$ cat config.mk
export PLATFORM = sky130hd
export DESIGN_NAME = mrh_control
export DESIGN_NICKNAME = d
export VERILOG_FILES = /design/src/hdl/mrh_pkg.sv /design/src/hdl/mrh_control.sv
export SDC_FILE = /design/constraint.sdc
export NUM_CORES = 1
export LEC_CHECK = 0
export ABC_AREA = 1
export BUFFER_PORTS_ARGS = -buffer_cell sky130_fd_sc_hd__buf_2
export CORE_MARGIN = 1
export CORE_UTILIZATION = 45
export CTS_CLUSTER_SIZE = 30
export DETAILED_ROUTE_END_ITERATION = 10
export PLACE_DENSITY = 0.76
export SLEW_MARGIN = 20
export SYNTH_ARGS = -nofsm -noshare
export SYNTH_HDL_FRONTEND = slang
export SYNTH_SLANG_ARGS = --single-unit
$ cat constraint.sdc
create_clock -name clock -period 1.5 [get_ports clock]
set_input_delay 0.375 -clock clock [delete_from_list [all_inputs] [get_ports clock]]
set_output_delay 0.375 -clock clock [all_outputs]
set_load 0.1 [all_outputs]
$ cat src/hdl/mrh_pkg.sv
// shared constants, codes and controller/datapath interface types for the multiset range hash
`default_nettype none
package mrh_pkg;

   localparam int MAX_ITEMS_DEF  = 1024;
   localparam int VALUE_BITS_DEF = 20;

   localparam int HASH_W   = 30;
   localparam int IDX_W    = 10;
   localparam int ELEM_W   = 20;
   localparam int FUNC_W   = 2;
   localparam int STATUS_W = 2;
   localparam int REQ_DATA_W = 40;
   localparam int RSP_DATA_W = 64;

   localparam logic [HASH_W-1:0] MOD_A  = 30'd1000004023;
   localparam logic [HASH_W-1:0] MOD_B  = 30'd1000000007;
   localparam logic [HASH_W-1:0] BASE_A = 30'd31;
   localparam logic [HASH_W-1:0] BASE_B = 30'd127;

   // barrett factors floor(2^60 / m)
   localparam logic [HASH_W:0] MU_A = 31'((64'd1 << 60) / {34'd0, MOD_A});
   localparam logic [HASH_W:0] MU_B = 31'((64'd1 << 60) / {34'd0, MOD_B});

   localparam logic [FUNC_W-1:0] FUNC_APPEND = 2'd0;
   localparam logic [FUNC_W-1:0] FUNC_QUERY  = 2'd1;
   localparam logic [FUNC_W-1:0] FUNC_CLEAR  = 2'd2;

   localparam logic [STATUS_W-1:0] ST_OK       = 2'd0;
   localparam logic [STATUS_W-1:0] ST_REVERSED = 2'd1;
   localparam logic [STATUS_W-1:0] ST_BEYOND   = 2'd2;
   localparam logic [STATUS_W-1:0] ST_FULL     = 2'd3;

   typedef enum logic [1:0] {
      RD_PREV = 2'd0,
      RD_HI   = 2'd1,
      RD_LO   = 2'd2
   } rd_sel_type;

   typedef struct packed {
      logic                load_in;
      logic                pow_init;
      logic                mul_start;
      logic                pow_update;
      logic                rd_en;
      rd_sel_type          rd_sel;
      logic                hold_hi;
      logic                append_done;
      logic                query_done;
      logic                clear_count;
      logic                set_result;
      logic [STATUS_W-1:0] result_status;
      logic                load_out;
   } cmd_type;

   typedef struct packed {
      logic [FUNC_W-1:0] func;
      logic              full;
      logic              reversed;
      logic              beyond;
      logic              exp_zero;
      logic              mul_done;
      logic              out_free;
   } stat_type;

endpackage
`default_nettype wire

$ cat src/hdl/mrh_control.sv
// controller state machine sequencing append, query, clear and unused items
`default_nettype none
module mrh_control (
   input  wire logic              clock,
   input  wire logic              reset,
   input  wire logic              req_tvalid,
   output logic                   req_tready,
   input  wire mrh_pkg::stat_type stat,
   output mrh_pkg::cmd_type       cmd
);

   typedef enum logic [7:0] {
      S_IDLE     = 8'b0000_0001,
      S_CHECK    = 8'b0000_0010,
      S_POW_MUL  = 8'b0000_0100,
      S_POW_WAIT = 8'b0000_1000,
      S_ADD      = 8'b0001_0000,
      S_Q_RD     = 8'b0010_0000,
      S_Q_SUB    = 8'b0100_0000,
      S_FINISH   = 8'b1000_0000
   } state_type;

   state_type state_ff, state_in;

   always_comb begin
      state_in   = state_ff;
      cmd        = '0;
      cmd.rd_sel = mrh_pkg::RD_PREV;
      req_tready = 1'b0;
      case (state_ff)
         S_IDLE: begin
            req_tready = 1'b1;
            if (req_tvalid) begin
               cmd.load_in = 1'b1;
               state_in    = S_CHECK;
            end
         end
         S_CHECK: begin
            state_in = S_FINISH;
            case (stat.func)
               mrh_pkg::FUNC_APPEND: begin
                  if (stat.full) begin
                     cmd.set_result    = 1'b1;
                     cmd.result_status = mrh_pkg::ST_FULL;
                  end else begin
                     cmd.pow_init = 1'b1;
                     cmd.rd_en    = 1'b1;
                     state_in     = S_POW_MUL;
                  end
               end
               mrh_pkg::FUNC_QUERY: begin
                  // reversed range is reported ahead of the bounds check
                  if (stat.reversed) begin
                     cmd.set_result    = 1'b1;
                     cmd.result_status = mrh_pkg::ST_REVERSED;
                  end else if (stat.beyond) begin
                     cmd.set_result    = 1'b1;
                     cmd.result_status = mrh_pkg::ST_BEYOND;
                  end else begin
                     cmd.rd_en  = 1'b1;
                     cmd.rd_sel = mrh_pkg::RD_HI;
                     state_in   = S_Q_RD;
                  end
               end
               mrh_pkg::FUNC_CLEAR: begin
                  cmd.clear_count   = 1'b1;
                  cmd.set_result    = 1'b1;
                  cmd.result_status = mrh_pkg::ST_OK;
               end
               default: begin
                  cmd.set_result    = 1'b1;
                  cmd.result_status = mrh_pkg::ST_OK;
               end
            endcase
         end
         S_POW_MUL: begin
            if (stat.exp_zero) begin
               state_in = S_ADD;
            end else begin
               cmd.mul_start = 1'b1;
               state_in      = S_POW_WAIT;
            end
         end
         S_POW_WAIT: begin
            if (stat.mul_done) begin
               cmd.pow_update = 1'b1;
               state_in       = S_POW_MUL;
            end
         end
         S_ADD: begin
            cmd.append_done = 1'b1;
            state_in        = S_FINISH;
         end
         S_Q_RD: begin
            cmd.hold_hi = 1'b1;
            cmd.rd_en   = 1'b1;
            cmd.rd_sel  = mrh_pkg::RD_LO;
            state_in    = S_Q_SUB;
         end
         S_Q_SUB: begin
            cmd.query_done = 1'b1;
            state_in       = S_FINISH;
         end
         S_FINISH: begin
            if (stat.out_free) begin
               cmd.load_out = 1'b1;
               state_in     = S_IDLE;
            end
         end
         default: begin
            state_in = S_IDLE;
         end
      endcase
   end

   always_ff @(posedge clock) begin
      if (reset) begin
         state_ff <= S_IDLE;
      end else begin
         state_ff <= state_in;
      end
   end

endmodule
`default_nettype wire

==> parameters.txt, run 1 <==
Parameter                              Value

Status
  Status    stopped before the end
  Error    [ERROR DPL-0038] Utilization greater than 100%, impossible to legalize
  Step where the flow halted    3_5_place_dp

Logic synthesis
  Number of instances in the synthesized netlist    99
  Number of flops mapped to enable cells by yosys    0
  Post-synth top area share    0.257
  Portion of the post-synthesis area used by sequential elements    0.257
  Number of synthesized register bits    8
  Netlist Area Pre-Place    624 µm²
  Average instance area after synthesis    6.31 µm²
  Net count after synthesis    between 100 and 150
  Most area-hungry cell type in the Yosys netlist    sky130_fd_sc_hd__dfxtp_1
  Main flop type after synthesis    sky130_fd_sc_hd__dfxtp_1
  Count of distinct cell types in the synthesized netlist    22
  FFs w/ async S/R, synth    0
  Ranking of synthesized cells by area    sky130_fd_sc_hd__dfxtp_1, sky130_fd_sc_hd__nor2_1, sky130_fd_sc_hd__inv_1
  Synthesis warning total    0

Floorplan
  Top-level I/O count    27
  Number of standard-cell rows in the floorplan    13
  Die width    between 30 and 40 µm
  Initial Utilization    0.480
  Height of the die    39.3 µm

Place
  Port Buffer Count    26
  Gpl congestion    0.911
## logic make-up after synthesis
logic type             after synthesis  share of synthesized area
DFF                                  8                      0.257
buffers and inverters               21                      0.132
AOI/OAI and AO/OA                    6                     0.0521
and+or+nand+nor                     64                      0.559
## synthesized netlist by cell type (2+ instances only)
cell,count
sky130_fd_sc_hd__nor2_1,20
sky130_fd_sc_hd__nor3_1,5
sky130_fd_sc_hd__inv_1,18
sky130_fd_sc_hd__nor2_4,4
sky130_fd_sc_hd__nand4_1,2
sky130_fd_sc_hd__inv_2,2
sky130_fd_sc_hd__a21oi_1,4
sky130_fd_sc_hd__nand2_1,17
sky130_fd_sc_hd__dfxtp_1,8
sky130_fd_sc_hd__nor2_2,3
sky130_fd_sc_hd__nand3_1,5
## per-stage QoR
step	setup slack (ps)	cell area [µm²]
floorplan	-653	761
global placement	-108	1320
==> inputs of run 2 (changes only) <==
- CORE_AREA: unset -> 2 2 63 65
- CORE_MARGIN: 1 -> unset
- CORE_UTILIZATION: 45 -> unset
- CTS_CLUSTER_SIZE: 30 -> unset
- DIE_AREA: unset -> 0 0 65 67
- PLACE_DENSITY: 0.76 -> unset
- PLACE_DENSITY_LB_ADDON: unset -> 0.15
==> run 2 against run 1 <==
Net effect: the flow now finishes, with violations (setup timing); synthesized cell count is the same; synthesized area unchanged.
==> parameters.txt, run 2 <==
Parameter                              Value

Clock network
  Clk Latency, worst-skew pair    220 ps
  Clock edge transition at the registers on the reported setup and hold paths    40 ps
  CTS Buffer Depth    2
  Clock tree from TritonCTS    yes
  Max H-tree Level    1
  Hold-fix buffers, CTS    0
  CTS sink cnt    8
  Root Buffer    sky130_fd_sc_hd__clkbuf_8
  Cts bufs inserted    3

Pwr
  Switching Fraction    0.344
  Pwr per Cell Area    558 nW/µm²
  Sw power    0.285 mW
  Cell-internal power    0.543 mW
  Leak pwr    0.657 nW
  Final total power    just over 0.8 mW
  Largest vdd supply drop    0.000358 V
  Part of the power in the clock network    0.303
  Part of the total power dissipated in combinational logic    0.424
  Sequential cell fraction of total power    0.273

Detailed routing
  WL final    1.92 mm
  DR DRC count    0
  Initial DRC count    13
  Via-per-instance ratio    3.89
  Via Count    785
  Count of antenna-violating nets left after detailed routing    0
  Routed length per placed instance    roughly 9.5 µm
  1st-pass router iterations    4

Global route
  Total global routing track utilization    0.104
  Global-route wire length before repair    between 3 and 4 mm
  Pin count of the biggest net entering global routing    8
  Initial antenna violation count    0
  Number of global-route vias before repair    815
  GR Overflow Total    0

Logic synthesis
  Average instance area after synthesis    6.31 µm² (unchanged)
  Number of synthesized register bits    8 (unchanged)
  Number of flops mapped to enable cells by yosys    0 (unchanged)
  Arithmetic-cell share of the synthesized area counting full adders, half adders and majority gates    0 (unchanged)
  Main flop type after synthesis    sky130_fd_sc_hd__dfxtp_1 (unchanged)
  Portion of the post-synthesis area used by sequential elements    0.257 (unchanged)
  Count of distinct cell types in the synthesized netlist    22 (unchanged)
  Most used standard cell by instance count after synthesis    sky130_fd_sc_hd__nor2_1 (unchanged)
  Post-synth top area share    0.257 (unchanged)
  Post-synth top cells    sky130_fd_sc_hd__nor2_1, sky130_fd_sc_hd__inv_1, sky130_fd_sc_hd__nand2_1 (unchanged)
  Multiplexer fraction of the synthesized cell area    0 (unchanged)
  Most area-hungry cell type in the Yosys netlist    sky130_fd_sc_hd__dfxtp_1 (unchanged)
  Fraction of synthesized cell area in xor and xnor cells    0 (unchanged)
  Combinational family with the most area after synthesis    simple AND/OR/NAND/NOR gates (unchanged)
  Ranking of synthesized cells by area    sky130_fd_sc_hd__dfxtp_1, sky130_fd_sc_hd__nor2_1, sky130_fd_sc_hd__inv_1 (unchanged)
  FFs w/ async S/R, synth    0 (unchanged)
  Number of instances in the synthesized netlist    99 (unchanged)
  Net count after synthesis    110 (unchanged)
  Post-Synth Simple-Gate Area    0.559 (unchanged)
  Synthesis warning total    0 (unchanged)
  Netlist Area Pre-Place    624 µm² (unchanged)
  Area fraction in compound gates after synthesis    0.0521 (unchanged)

Cells and area
  Top flop regs    state_ff (8)
  Finished layout cell area    1480 µm²
  Top register by number of flip-flops    state_ff
  Area grow syn2layout    138%
  Max reg flops    8
  Top library cells by usage in the layout, fill and taps aside    sky130_fd_sc_hd__buf_4, sky130_fd_sc_hd__buf_12, sky130_fd_sc_hd__nor2_4, sky130_fd_sc_hd__inv_1
  Final instance count without filler cells    202
  Commonest non-fill, non-tap cell in the layout    sky130_fd_sc_hd__buf_4
  Share of layout cells above drive strength 1    0.669
  Total number of nets in the final design    167
  Antenna Cells    0

STA
  Post-layout worst setup margin    -295 ps
  Unrepaired setup endpoints after global routing    true
  Post-route clock period utilization    1.20
  Final min period    between 1500 and 2000 ps
  TNS Setup    -3720 ps
  Worst Clk Skew    0.670 ps
  Worst slew pin tran    around 260 ps
  Slew Limit Headroom    0.827
  Number of hold violations in the final report    0
  Number of setup violations in the final report    16
  Fmax    0.557 GHz
  Worst hold slack    between 400 and 500 ps
  Final Max Tran Viols    0

Place
  Gpl congestion    0.770 (was 0.911)
  Detailed placer's ending HPWL    around 1.7 mm
  # placed instances    193
  Placed cell areas    1330 µm²
  Port Buffer Count    26 (unchanged)

Worst hold path
  Hold WC Path Type    primary input to flip-flop

Job
  Max-cap check violation count    0

Floorplan
  Top-level I/O count    27 (unchanged)
  Area enclosed by the die boundary    4360 µm²
  Number of standard-cell rows in the floorplan    22 (was 13)
  Core outline area    ~3600 µm²
  Height of the die    67 µm (was 39.3 µm)
  Initial Utilization    0.173 (was 0.480)
  Die width    65 µm (was 39.3 µm)

Critical path
  CP Cell Sequence    nor2_4, nand2_4, nor2_4, inv_4, nor3_4, buf_12
  Biggest cell delay along the critical path    320 ps
  Worst Setup Start Kind    flip-flop
  Library cell contributing the largest single delay on the critical path    sky130_fd_sc_hd__dfxtp_2
  Worst Setup End Kind    output pin
  Most used cell, CP    sky130_fd_sc_hd__nor2_4
  Signal arrival time at the worst endpoint    roughly 1400 ps
  Critical path start-end classification    flip-flop to output pin
  Maximum fanout encountered on the critical timing path    5
  Required time worst endpoint    1120 ps

Status
  Status    complete, but fails checks (was stopped before the end)
  Violated checks    setup timing
[run 2: path summary, 6_finish.rpt]
| path | startpoint | endpoint | slack, ps | cells after the start |
|---|---|---|---|---|
| setup / recovery | state_ff[4]$_SDFFE_PP0P_ | cmd[4] | -290 | 6 |
| hold / removal | reset | state_ff[6]$_SDFFE_PP0P_ | 410 | 2 |
| setup reg to reg | state_ff[4]$_SDFFE_PP0P_ | state_ff[0]$_SDFFE_PP1P_ | 20 | 12 |
| hold reg to reg | state_ff[3]$_SDFFE_PP0P_ | state_ff[2]$_SDFFE_PP0P_ | 700 | 4 |
[run 2: metal layers]
layer / up-vias / part of all wire / global-route usage
li1: 417 / - / -
met1: 342 / 0.41 / 0.107
met2: 22 / 0.51 / 0.192
met3: 4 / 0.055 / 0.0236
met4: 0 / 0.023 / 0.0638
met5: - / 0 / 0
[run 2: worst max-delay path: cells and delay by family, from the launching register on]
kind | cells | cell delay (ps)
flip-flops | 1 | 320
AND/OR/NAND/NOR | 4 | 570
buffers and inverters | 2 | 290
[run 2: timing repair]
action,CTS,global route
setup buffers,4,2
pin swaps,8,8
resized for setup,5,17
endpoints found under the setup margin,16,17
[run 2: area by class of cell]
type | instances | area, µm²
fill | 374 | 2120
timing repair buffer | 53 | 594
multi-input combinational | 70 | 534
sequential | 8 | 169
inverter | 20 | 85.1
tap | 48 | 60.1
clock buffer | 3 | 41.3
[run 2: power groups by stage]
stage	logic, mW	registers [mW]	clock network [mW]
6_report	0.351	0.227	0.251
5_1_grt	0.375	0.227	0.261
4_1_cts	0.327	0.225	0.258
3_5_place_dp	0.311	0.228	0
3_3_place_gp	0.308	0.228	0
2_1_floorplan	0.182	0.232	0
[run 2: cells by family (layout without fill, tap and decap cells)]
| group | Yosys count | after routing |
|---|---|---|
| AOI/OAI and AO/OA | 6 | 6 |
| buffers and inverters | 21 | 76 |
| and+or+nand+nor | 64 | 64 |
| DFF | 8 | 8 |
[run 2: per-stage QoR]
stage                     utilization  worst slack, ps
after floorplan                     -             -653
after global placement          0.368             -174
after detailed placement        0.368             -193
after CTS                       0.392             -309
after global routing            0.412             -363
final                           0.412             -295
Power figures use the tool's default switching activity.
==> inputs of run 3 (changes only) <==
- clock period: 1.5 -> 1.85 ns (I/O delays scaled with it)
==> run 3 against run 2 <==
Net effect: the run still ends with setup timing left; final area is 3.7% lower; final cell count is 3.0% lower; global-route usage is 0.15 points lower; critical path type unchanged.
==> parameters.txt, run 3 (synthesized netlist as in run 2, its figures left out) <==
Parameter                              Value

Clock network
  Root Buffer    sky130_fd_sc_hd__clkbuf_8 (unchanged)
  Clock edge transition at the registers on the reported setup and hold paths    40 ps (about the same)
  Cts bufs inserted    3 (unchanged)
  Hold-fix buffers, CTS    0 (unchanged)
  Clock tree from TritonCTS    yes (unchanged)
  Clk Latency, worst-skew pair    220 ps (about the same)
  CTS sink cnt    8 (unchanged)
  CTS Buffer Depth    2 (unchanged)
  Max H-tree Level    1 (unchanged)

Pwr
  Cell-internal power    0.432 mW (was 0.543 mW)
  Sequential cell fraction of total power    0.280 (was 0.273)
  Pwr per Cell Area    459 nW/µm² (was 558 nW/µm²)
  Part of the total power dissipated in combinational logic    0.420 (was 0.424)
  Switching Fraction    0.340 (was 0.344)
  Sw power    0.223 mW (was 0.285 mW)
  Part of the power in the clock network    0.300 (was 0.303)
  Leak pwr    0.638 nW (was 0.657 nW)
  Largest vdd supply drop    0.000208 V (was 0.000358 V)

Cells and area
  Finished layout cell area    1430 µm² (was 1480 µm²)
  Area grow syn2layout    129% (was 138%)
  Share of layout cells above drive strength 1    0.635 (was 0.669)
  Top library cells by usage in the layout, fill and taps aside    sky130_fd_sc_hd__buf_12, sky130_fd_sc_hd__buf_4, sky130_fd_sc_hd__inv_1 (was sky130_fd_sc_hd__buf_4, sky130_fd_sc_hd__buf_12, sky130_fd_sc_hd__nor2_4, sky130_fd_sc_hd__inv_1)
  Filler cell count in the final layout    375 (was 374)
  Top register by number of flip-flops    state_ff (unchanged)
  Max reg flops    8 (unchanged)
  Final instance count without filler cells    196 (was 202)
  Commonest non-fill, non-tap cell in the layout    sky130_fd_sc_hd__buf_12 (was sky130_fd_sc_hd__buf_4)
  Top flop regs    state_ff (8) (unchanged)
  Total number of nets in the final design    161 (was 167)
  Layout Utilization    0.396 (was 0.412)
  Antenna Cells    0 (unchanged)

STA
  Unrepaired setup endpoints after global routing    true (unchanged)
  Fmax    between 0.5 and 0.6 GHz
  Worst slew pin tran    259 ps (was 257 ps)
  Number of hold violations in the final report    0 (unchanged)
  Slew Limit Headroom    0.826 (was 0.827)
  Worst Clk Skew    1.78 ps (was 0.670 ps)
  Post-layout worst setup margin    -29.5 ps (was -295 ps)
  Final min period    1880 ps
  Final Max Tran Viols    0 (unchanged)
  Number of setup violations in the final report    4 (was 16)
  Post-route clock period utilization    1.02
  TNS Setup    -43.3 ps (was -3720 ps)

Detailed routing
  Initial DRC count    5 (was 13)
  1st-pass router iterations    4 (unchanged)
  Via Count    776 (was 785)
  Routed length per placed instance    10.1 µm (was 9.50 µm)
  WL final    1.98 mm (was 1.92 mm)
  Via-per-instance ratio    3.96 (was 3.89)
  Count of antenna-violating nets left after detailed routing    0 (unchanged)
  DR DRC count    0 (unchanged)

Place
  Port Buffer Count    26 (unchanged)
  Detailed placer's ending HPWL    1.67 mm (was 1.70 mm)
  Pre-CTS setup slack    -30.9 ps (was -193 ps)
  # placed instances    181 (was 193)
  Placed cell areas    1230 µm² (was 1330 µm²)
  Gpl congestion    0.774 (was 0.770)

Global route
  Most used routing layer    met2 (unchanged)
  Pin count of the biggest net entering global routing    8 (unchanged)
  Initial antenna violation count    0 (unchanged)
  Met2 global-route usage    0.198 (was 0.192)
  Fraction of met1 tracks used by global routing    0.105 (was 0.107)
  Global-route wire length before repair    3.38 mm (was 3.40 mm)
  Number of global-route vias before repair    794 (was 815)
  Met3 usage in global routing    0.0169 (was 0.0236)
  GR Overflow Total    0 (unchanged)
  Total global routing track utilization    0.103 (was 0.104)

Worst hold path
  Hold WC Path Type    primary input to flip-flop (unchanged)
  Sink of the worst hold path    state_ff[6]$_SDFFE_PP0P_ (unchanged)
  WHS Path Cells    2 (unchanged)
  Start point of the worst hold path    reset (unchanged)

Job
  Max-cap check violation count    0 (unchanged)

Critical path
  CP Cell Sequence    buf_4, nor2_4, nand4_1, nor2_4, buf_12 (was nor2_4, nand2_4, nor2_4, inv_4, nor3_4, buf_12)
  Critical path start-end classification    flip-flop to output pin (unchanged)
  Most used cell, CP    sky130_fd_sc_hd__nor2_4 (unchanged)
  Library cell contributing the largest single delay on the critical path    sky130_fd_sc_hd__dfxtp_2 (unchanged)
  Signal arrival time at the worst endpoint    1420 ps (about the same)
  Register-to-Register Setup Slack    430 ps (was 20 ps)
  End of the worst register-to-register path    state_ff[0]$_SDFFE_PP1P_ (unchanged)
  R2r worst-path depth    11 (was 12)
  Critical R2R Launch    state_ff[1]$_SDFFE_PP0P_ (was state_ff[4]$_SDFFE_PP0P_)
  Biggest cell delay along the critical path    310 ps (was 320 ps)
  Worst Setup End Kind    output pin (unchanged)
  Worst Setup Start Kind    flip-flop (unchanged)
  Required time worst endpoint    1390 ps (was 1120 ps)
  Maximum fanout encountered on the critical timing path    4 (was 5)

Floorplan
  Initial Utilization    0.173 (unchanged)
  Die width    65 µm (unchanged)
  Number of standard-cell rows in the floorplan    22 (unchanged)
  Core outline area    3610 µm² (unchanged)
  Top-level I/O count    27 (unchanged)
  Area enclosed by the die boundary    4360 µm² (unchanged)
  Height of the die    67 µm (unchanged)

Status
  Status    complete, but fails checks (unchanged)
  Violated checks    setup timing (unchanged)
[run 3: changes by cell type in the layout (fill, tap and decap cells not counted), sizes merged]
| cell | change |
|---|---|
| buf | -6 |
| clkinvlp | -1 |
| inv | +1 |
[run 3: power groups by stage]
stage               logic, mW  clock network, mW  registers [mW]
finish                  0.276              0.197           0.183
global route            0.291              0.208           0.184
CTS                     0.245              0.201           0.182
detailed placement      0.227                  0           0.189
global placement        0.226                  0           0.188
floorplan               0.147                  0           0.188
[run 3: worst max path at each step]
stage	slack, ps	start	cells past startpoint	end
floorplan	-390	state_ff[7]$_SDFFE_PP0P_	5	cmd[13]
global placement	4	stat[7]	6	cmd[3]
detailed placement	-30	stat[7]	6	cmd[3]
CTS	-100	state_ff[0]$_SDFFE_PP1P_	6	cmd[13]
global route	-80	state_ff[1]$_SDFFE_PP0P_	5	cmd[12]
finish	-30	state_ff[1]$_SDFFE_PP0P_	5	cmd[11]
[run 3: cell type report]
cell class                      count  area [µm²]  area share
Timing Repair Buffer               47         556       0.389
Multi-Input combinational cell     70         515       0.361
Sequential cell                     8         175       0.123
Inverter                           20        81.3      0.0569
Tap cell                           48        60.1      0.0420
Clock buffer                        3        41.3      0.0289
[run 3: worst max-delay path, delay by kind of cell, from the launching register on]
| family | cells | cell delay (ps) |
|---|---|---|
| DFF | 1 | 310 |
| buffers and inverters | 2 | 320 |
| and+or+nand+nor | 3 | 550 |
[run 3: through the flow]
stage | power, mW | hold slack (ps)
global route | 0.683 | 502
global placement | 0.414 | 706
detailed placement | 0.416 | 715
floorplan | 0.334 | 531
CTS | 0.629 | 503
finish | 0.656 | 498
[run 3: routing by layer]
layer	up-vias	routed length (µm)	share of wire
met1	344	785	0.40
met3	2	114	0.057
li1	407	-	-
met4	0	27	0.014
met2	23	1060	0.53
met5	-	0	0
[run 3: repair_timing]
| item | CTS | global route |
|---|---|---|
| pin swaps | 12 | 10 |
| resized for setup | 8 | 12 |
| hold endpoints to repair | 0 | 0 |
| endpoints found under the setup margin | 9 | 13 |
| buffers inserted | 8 | 4 |
==> inputs of run 4 (changes only) <==
- CELL_PAD_IN_SITES_DETAIL_PLACEMENT: unset -> 0
- CELL_PAD_IN_SITES_GLOBAL_PLACEMENT: unset -> 1
==> run 4 against run 3 <==
Net effect: the run still ends with setup timing left; non-clock buffer count down 1; hold slack worse by 5.3 ps; clock skew down 1.2 ps; wire length down 5.2%; worst setup slack worse by 46 ps; flip-flop and latch count unchanged; combinational power down 4%; maximum frequency down 2.4%; utilization down 1.0 points; final area down 2.6%; largest power group unchanged.
==> parameters.txt, run 4 (synthesized netlist as in run 2, its figures left out) <==
Parameter                              Value

Worst hold path
  Hold WC Path Type    primary input to flip-flop (unchanged)
  WHS Path Cells    2 (unchanged)
  Sink of the worst hold path    state_ff[4]$_SDFFE_PP0P_ (was state_ff[6]$_SDFFE_PP0P_)
  Start point of the worst hold path    reset (unchanged)

Detailed routing
  1st-pass router iterations    4 (unchanged)
  Routed length per placed instance    9.64 µm (was 10.1 µm)
  Count of antenna-violating nets left after detailed routing    0 (unchanged)
  WL final    1.88 mm (was 1.98 mm)
  DR DRC count    0 (unchanged)
  Initial DRC count    24 (was 5)
  Via-per-instance ratio    3.87 (was 3.96)
  Via Count    754 (was 776)

Pwr
  Largest vdd supply drop    0.000158 V (was 0.000208 V)
  Final total power    0.647 mW (was 0.656 mW)
  Leak pwr    0.625 nW (was 0.638 nW)
  Pwr per Cell Area    465 nW/µm² (was 459 nW/µm²)

Clock network
  Hold-fix buffers, CTS    0 (unchanged)
  Cts bufs inserted    3 (unchanged)
  Clock tree from TritonCTS    yes (unchanged)
  CTS sink cnt    8 (unchanged)
  Clk Latency, worst-skew pair    220 ps (about the same)
  Clock edge transition at the registers on the reported setup and hold paths    40 ps (about the same)
  CTS Buffer Depth    2 (unchanged)
  Max H-tree Level    1 (unchanged)
  Root Buffer    sky130_fd_sc_hd__clkbuf_8 (unchanged)

STA
  Fmax    0.519 GHz (was 0.532 GHz)
  Slew Limit Headroom    0.825 (was 0.826)
  Worst hold slack    493 ps (was 498 ps)
  Number of setup violations in the final report    6 (was 4)
  Final min period    1930 ps (was 1880 ps)
  TNS Setup    -223 ps (was -43.3 ps)
  Worst Clk Skew    0.533 ps (was 1.78 ps)
  Post-layout worst setup margin    -75.8 ps (was -29.5 ps)
  Number of hold violations in the final report    0 (unchanged)
  Unrepaired setup endpoints after global routing    true (unchanged)
  Worst slew pin tran    261 ps (was 259 ps)
  Post-route clock period utilization    1.04 (was 1.02)
  Final Max Tran Viols    0 (unchanged)

Cells and area
  Top flop regs    state_ff (8) (unchanged)
  Layout Utilization    0.386 (was 0.396)
  Top register by number of flip-flops    state_ff (unchanged)
  Total number of nets in the final design    160 (was 161)
  Share of layout cells above drive strength 1    0.585 (was 0.635)
  Top library cells by usage in the layout, fill and taps aside    sky130_fd_sc_hd__buf_12, sky130_fd_sc_hd__nand2_1, sky130_fd_sc_hd__buf_4 (was sky130_fd_sc_hd__buf_12, sky130_fd_sc_hd__buf_4, sky130_fd_sc_hd__inv_1)
  Area grow syn2layout    123% (was 129%)
  Antenna Cells    0 (unchanged)
  Commonest non-fill, non-tap cell in the layout    sky130_fd_sc_hd__buf_12 (unchanged)
  Filler cell count in the final layout    368 (was 375)
  Max reg flops    8 (unchanged)

Critical path
  Largest delay share family, worst path    simple AND/OR/NAND/NOR gates (unchanged)
  Signal arrival time at the worst endpoint    1460 ps (was 1420 ps)
  Combined buffer and inverter count along the critical path    2 (unchanged)
  End of the worst register-to-register path    state_ff[0]$_SDFFE_PP1P_ (unchanged)
  Critical R2R Launch    state_ff[1]$_SDFFE_PP0P_ (unchanged)
  Register-to-Register Setup Slack    460 ps (was 430 ps)
  CP Cell Sequence    nor2_4, nand2_4, nor2_4, inv_4, nor3_4, buf_12 (was buf_4, nor2_4, nand4_1, nor2_4, buf_12)
  Required time worst endpoint    1390 ps (about the same)
  Most used cell, CP    sky130_fd_sc_hd__nor2_4 (unchanged)
  Library cell contributing the largest single delay on the critical path    sky130_fd_sc_hd__dfxtp_4 (was sky130_fd_sc_hd__dfxtp_2)
  Biggest cell delay along the critical path    340 ps (was 310 ps)
  R2r worst-path depth    10 (was 11)
  Worst Setup Start Kind    flip-flop (unchanged)
  Critical path start-end classification    flip-flop to output pin (unchanged)
  Maximum fanout encountered on the critical timing path    5 (was 4)
  Worst Setup End Kind    output pin (unchanged)

Status
  Violated checks    setup timing (unchanged)
  Status    complete, but fails checks (unchanged)

Floorplan
  Initial Utilization    0.173 (unchanged)
  Core outline area    3610 µm² (unchanged)
  Top-level I/O count    27 (unchanged)
  Die width    65 µm (unchanged)
  Area enclosed by the die boundary    4360 µm² (unchanged)
  Height of the die    67 µm (unchanged)
  Number of standard-cell rows in the floorplan    22 (unchanged)

Global route
  Total global routing track utilization    0.101 (was 0.103)
  Number of global-route vias before repair    809 (was 794)
  GR Overflow Total    0 (unchanged)
  Initial antenna violation count    0 (unchanged)
  Pin count of the biggest net entering global routing    8 (unchanged)
  Global-route wire length before repair    3.44 mm (was 3.38 mm)

Place
  Port Buffer Count    26 (unchanged)
  Detailed placer's ending HPWL    1.67 mm (about the same)
  Gpl congestion    0.769 (was 0.774)

Job
  Max-cap check violation count    0 (unchanged)
-- run 4: cell types whose count changed in the layout (fill, tap and decap cells not counted), sizes merged --
cell  previous run  this run
buf             47        46
-- run 4: worst max path at each step --
stage,cells past startpoint,startpoint,slack [ps],endpoint
global placement,6,stat[7],10,cmd[3]
finish,6,state_ff[4]$_SDFFE_PP0P_,-80,cmd[4]
global route,6,state_ff[7]$_SDFFE_PP0P_,-160,cmd[4]
detailed placement,6,stat[7],-40,cmd[3]
floorplan,5,state_ff[7]$_SDFFE_PP0P_,-390,cmd[13]
CTS,6,state_ff[4]$_SDFFE_PP0P_,-100,cmd[4]
-- run 4: final cells by class --
class / count / area (µm²) / share of cell area
flip-flops and latches: 8 / 171 / 0.123
clock buffers: 3 / 41.3 / 0.0297
inverters: 20 / 81.3 / 0.0585
well taps: 48 / 60.1 / 0.0432
multi-input cells: 70 / 493 / 0.354
repair buffers: 46 / 544 / 0.391
-- run 4: routing by layer --
metal  up-vias  share of wire  global-route usage
met5         -              0                   0
met4         0         0.0080              0.0399
met3         2          0.055              0.0186
met2        17           0.55               0.196
met1       332           0.38               0.106
li1        403              -                   -
-- run 4: report_power, final --
part / leakage (nW) / internal (mW) / switching, mW
logic: 0.536 / 0.109 / 0.155
clock network: 0.0216 / 0.140 / 0.0592
registers: 0.0679 / 0.178 / 0.00605
-- run 4: metrics by stage --
| step | setup WS, ps | area [µm²] | instances |
|---|---|---|---|
| floorplan | -392 | 753 | 99 |
| global placement | 11.1 | 1240 | 182 |
| detailed placement | -37.2 | 1240 | 182 |
| CTS | -99.2 | 1340 | 191 |
| global route | -160 | 1390 | 195 |
| finish | -75.8 | 1390 | 195 |
-- run 4: timing repair --
item,4_1_cts,5_1_grt
setup buffers,6,4
gates cloned,0,0
pin swaps,5,4
endpoints found under the setup margin,9,14
gates resized for setup,4,5
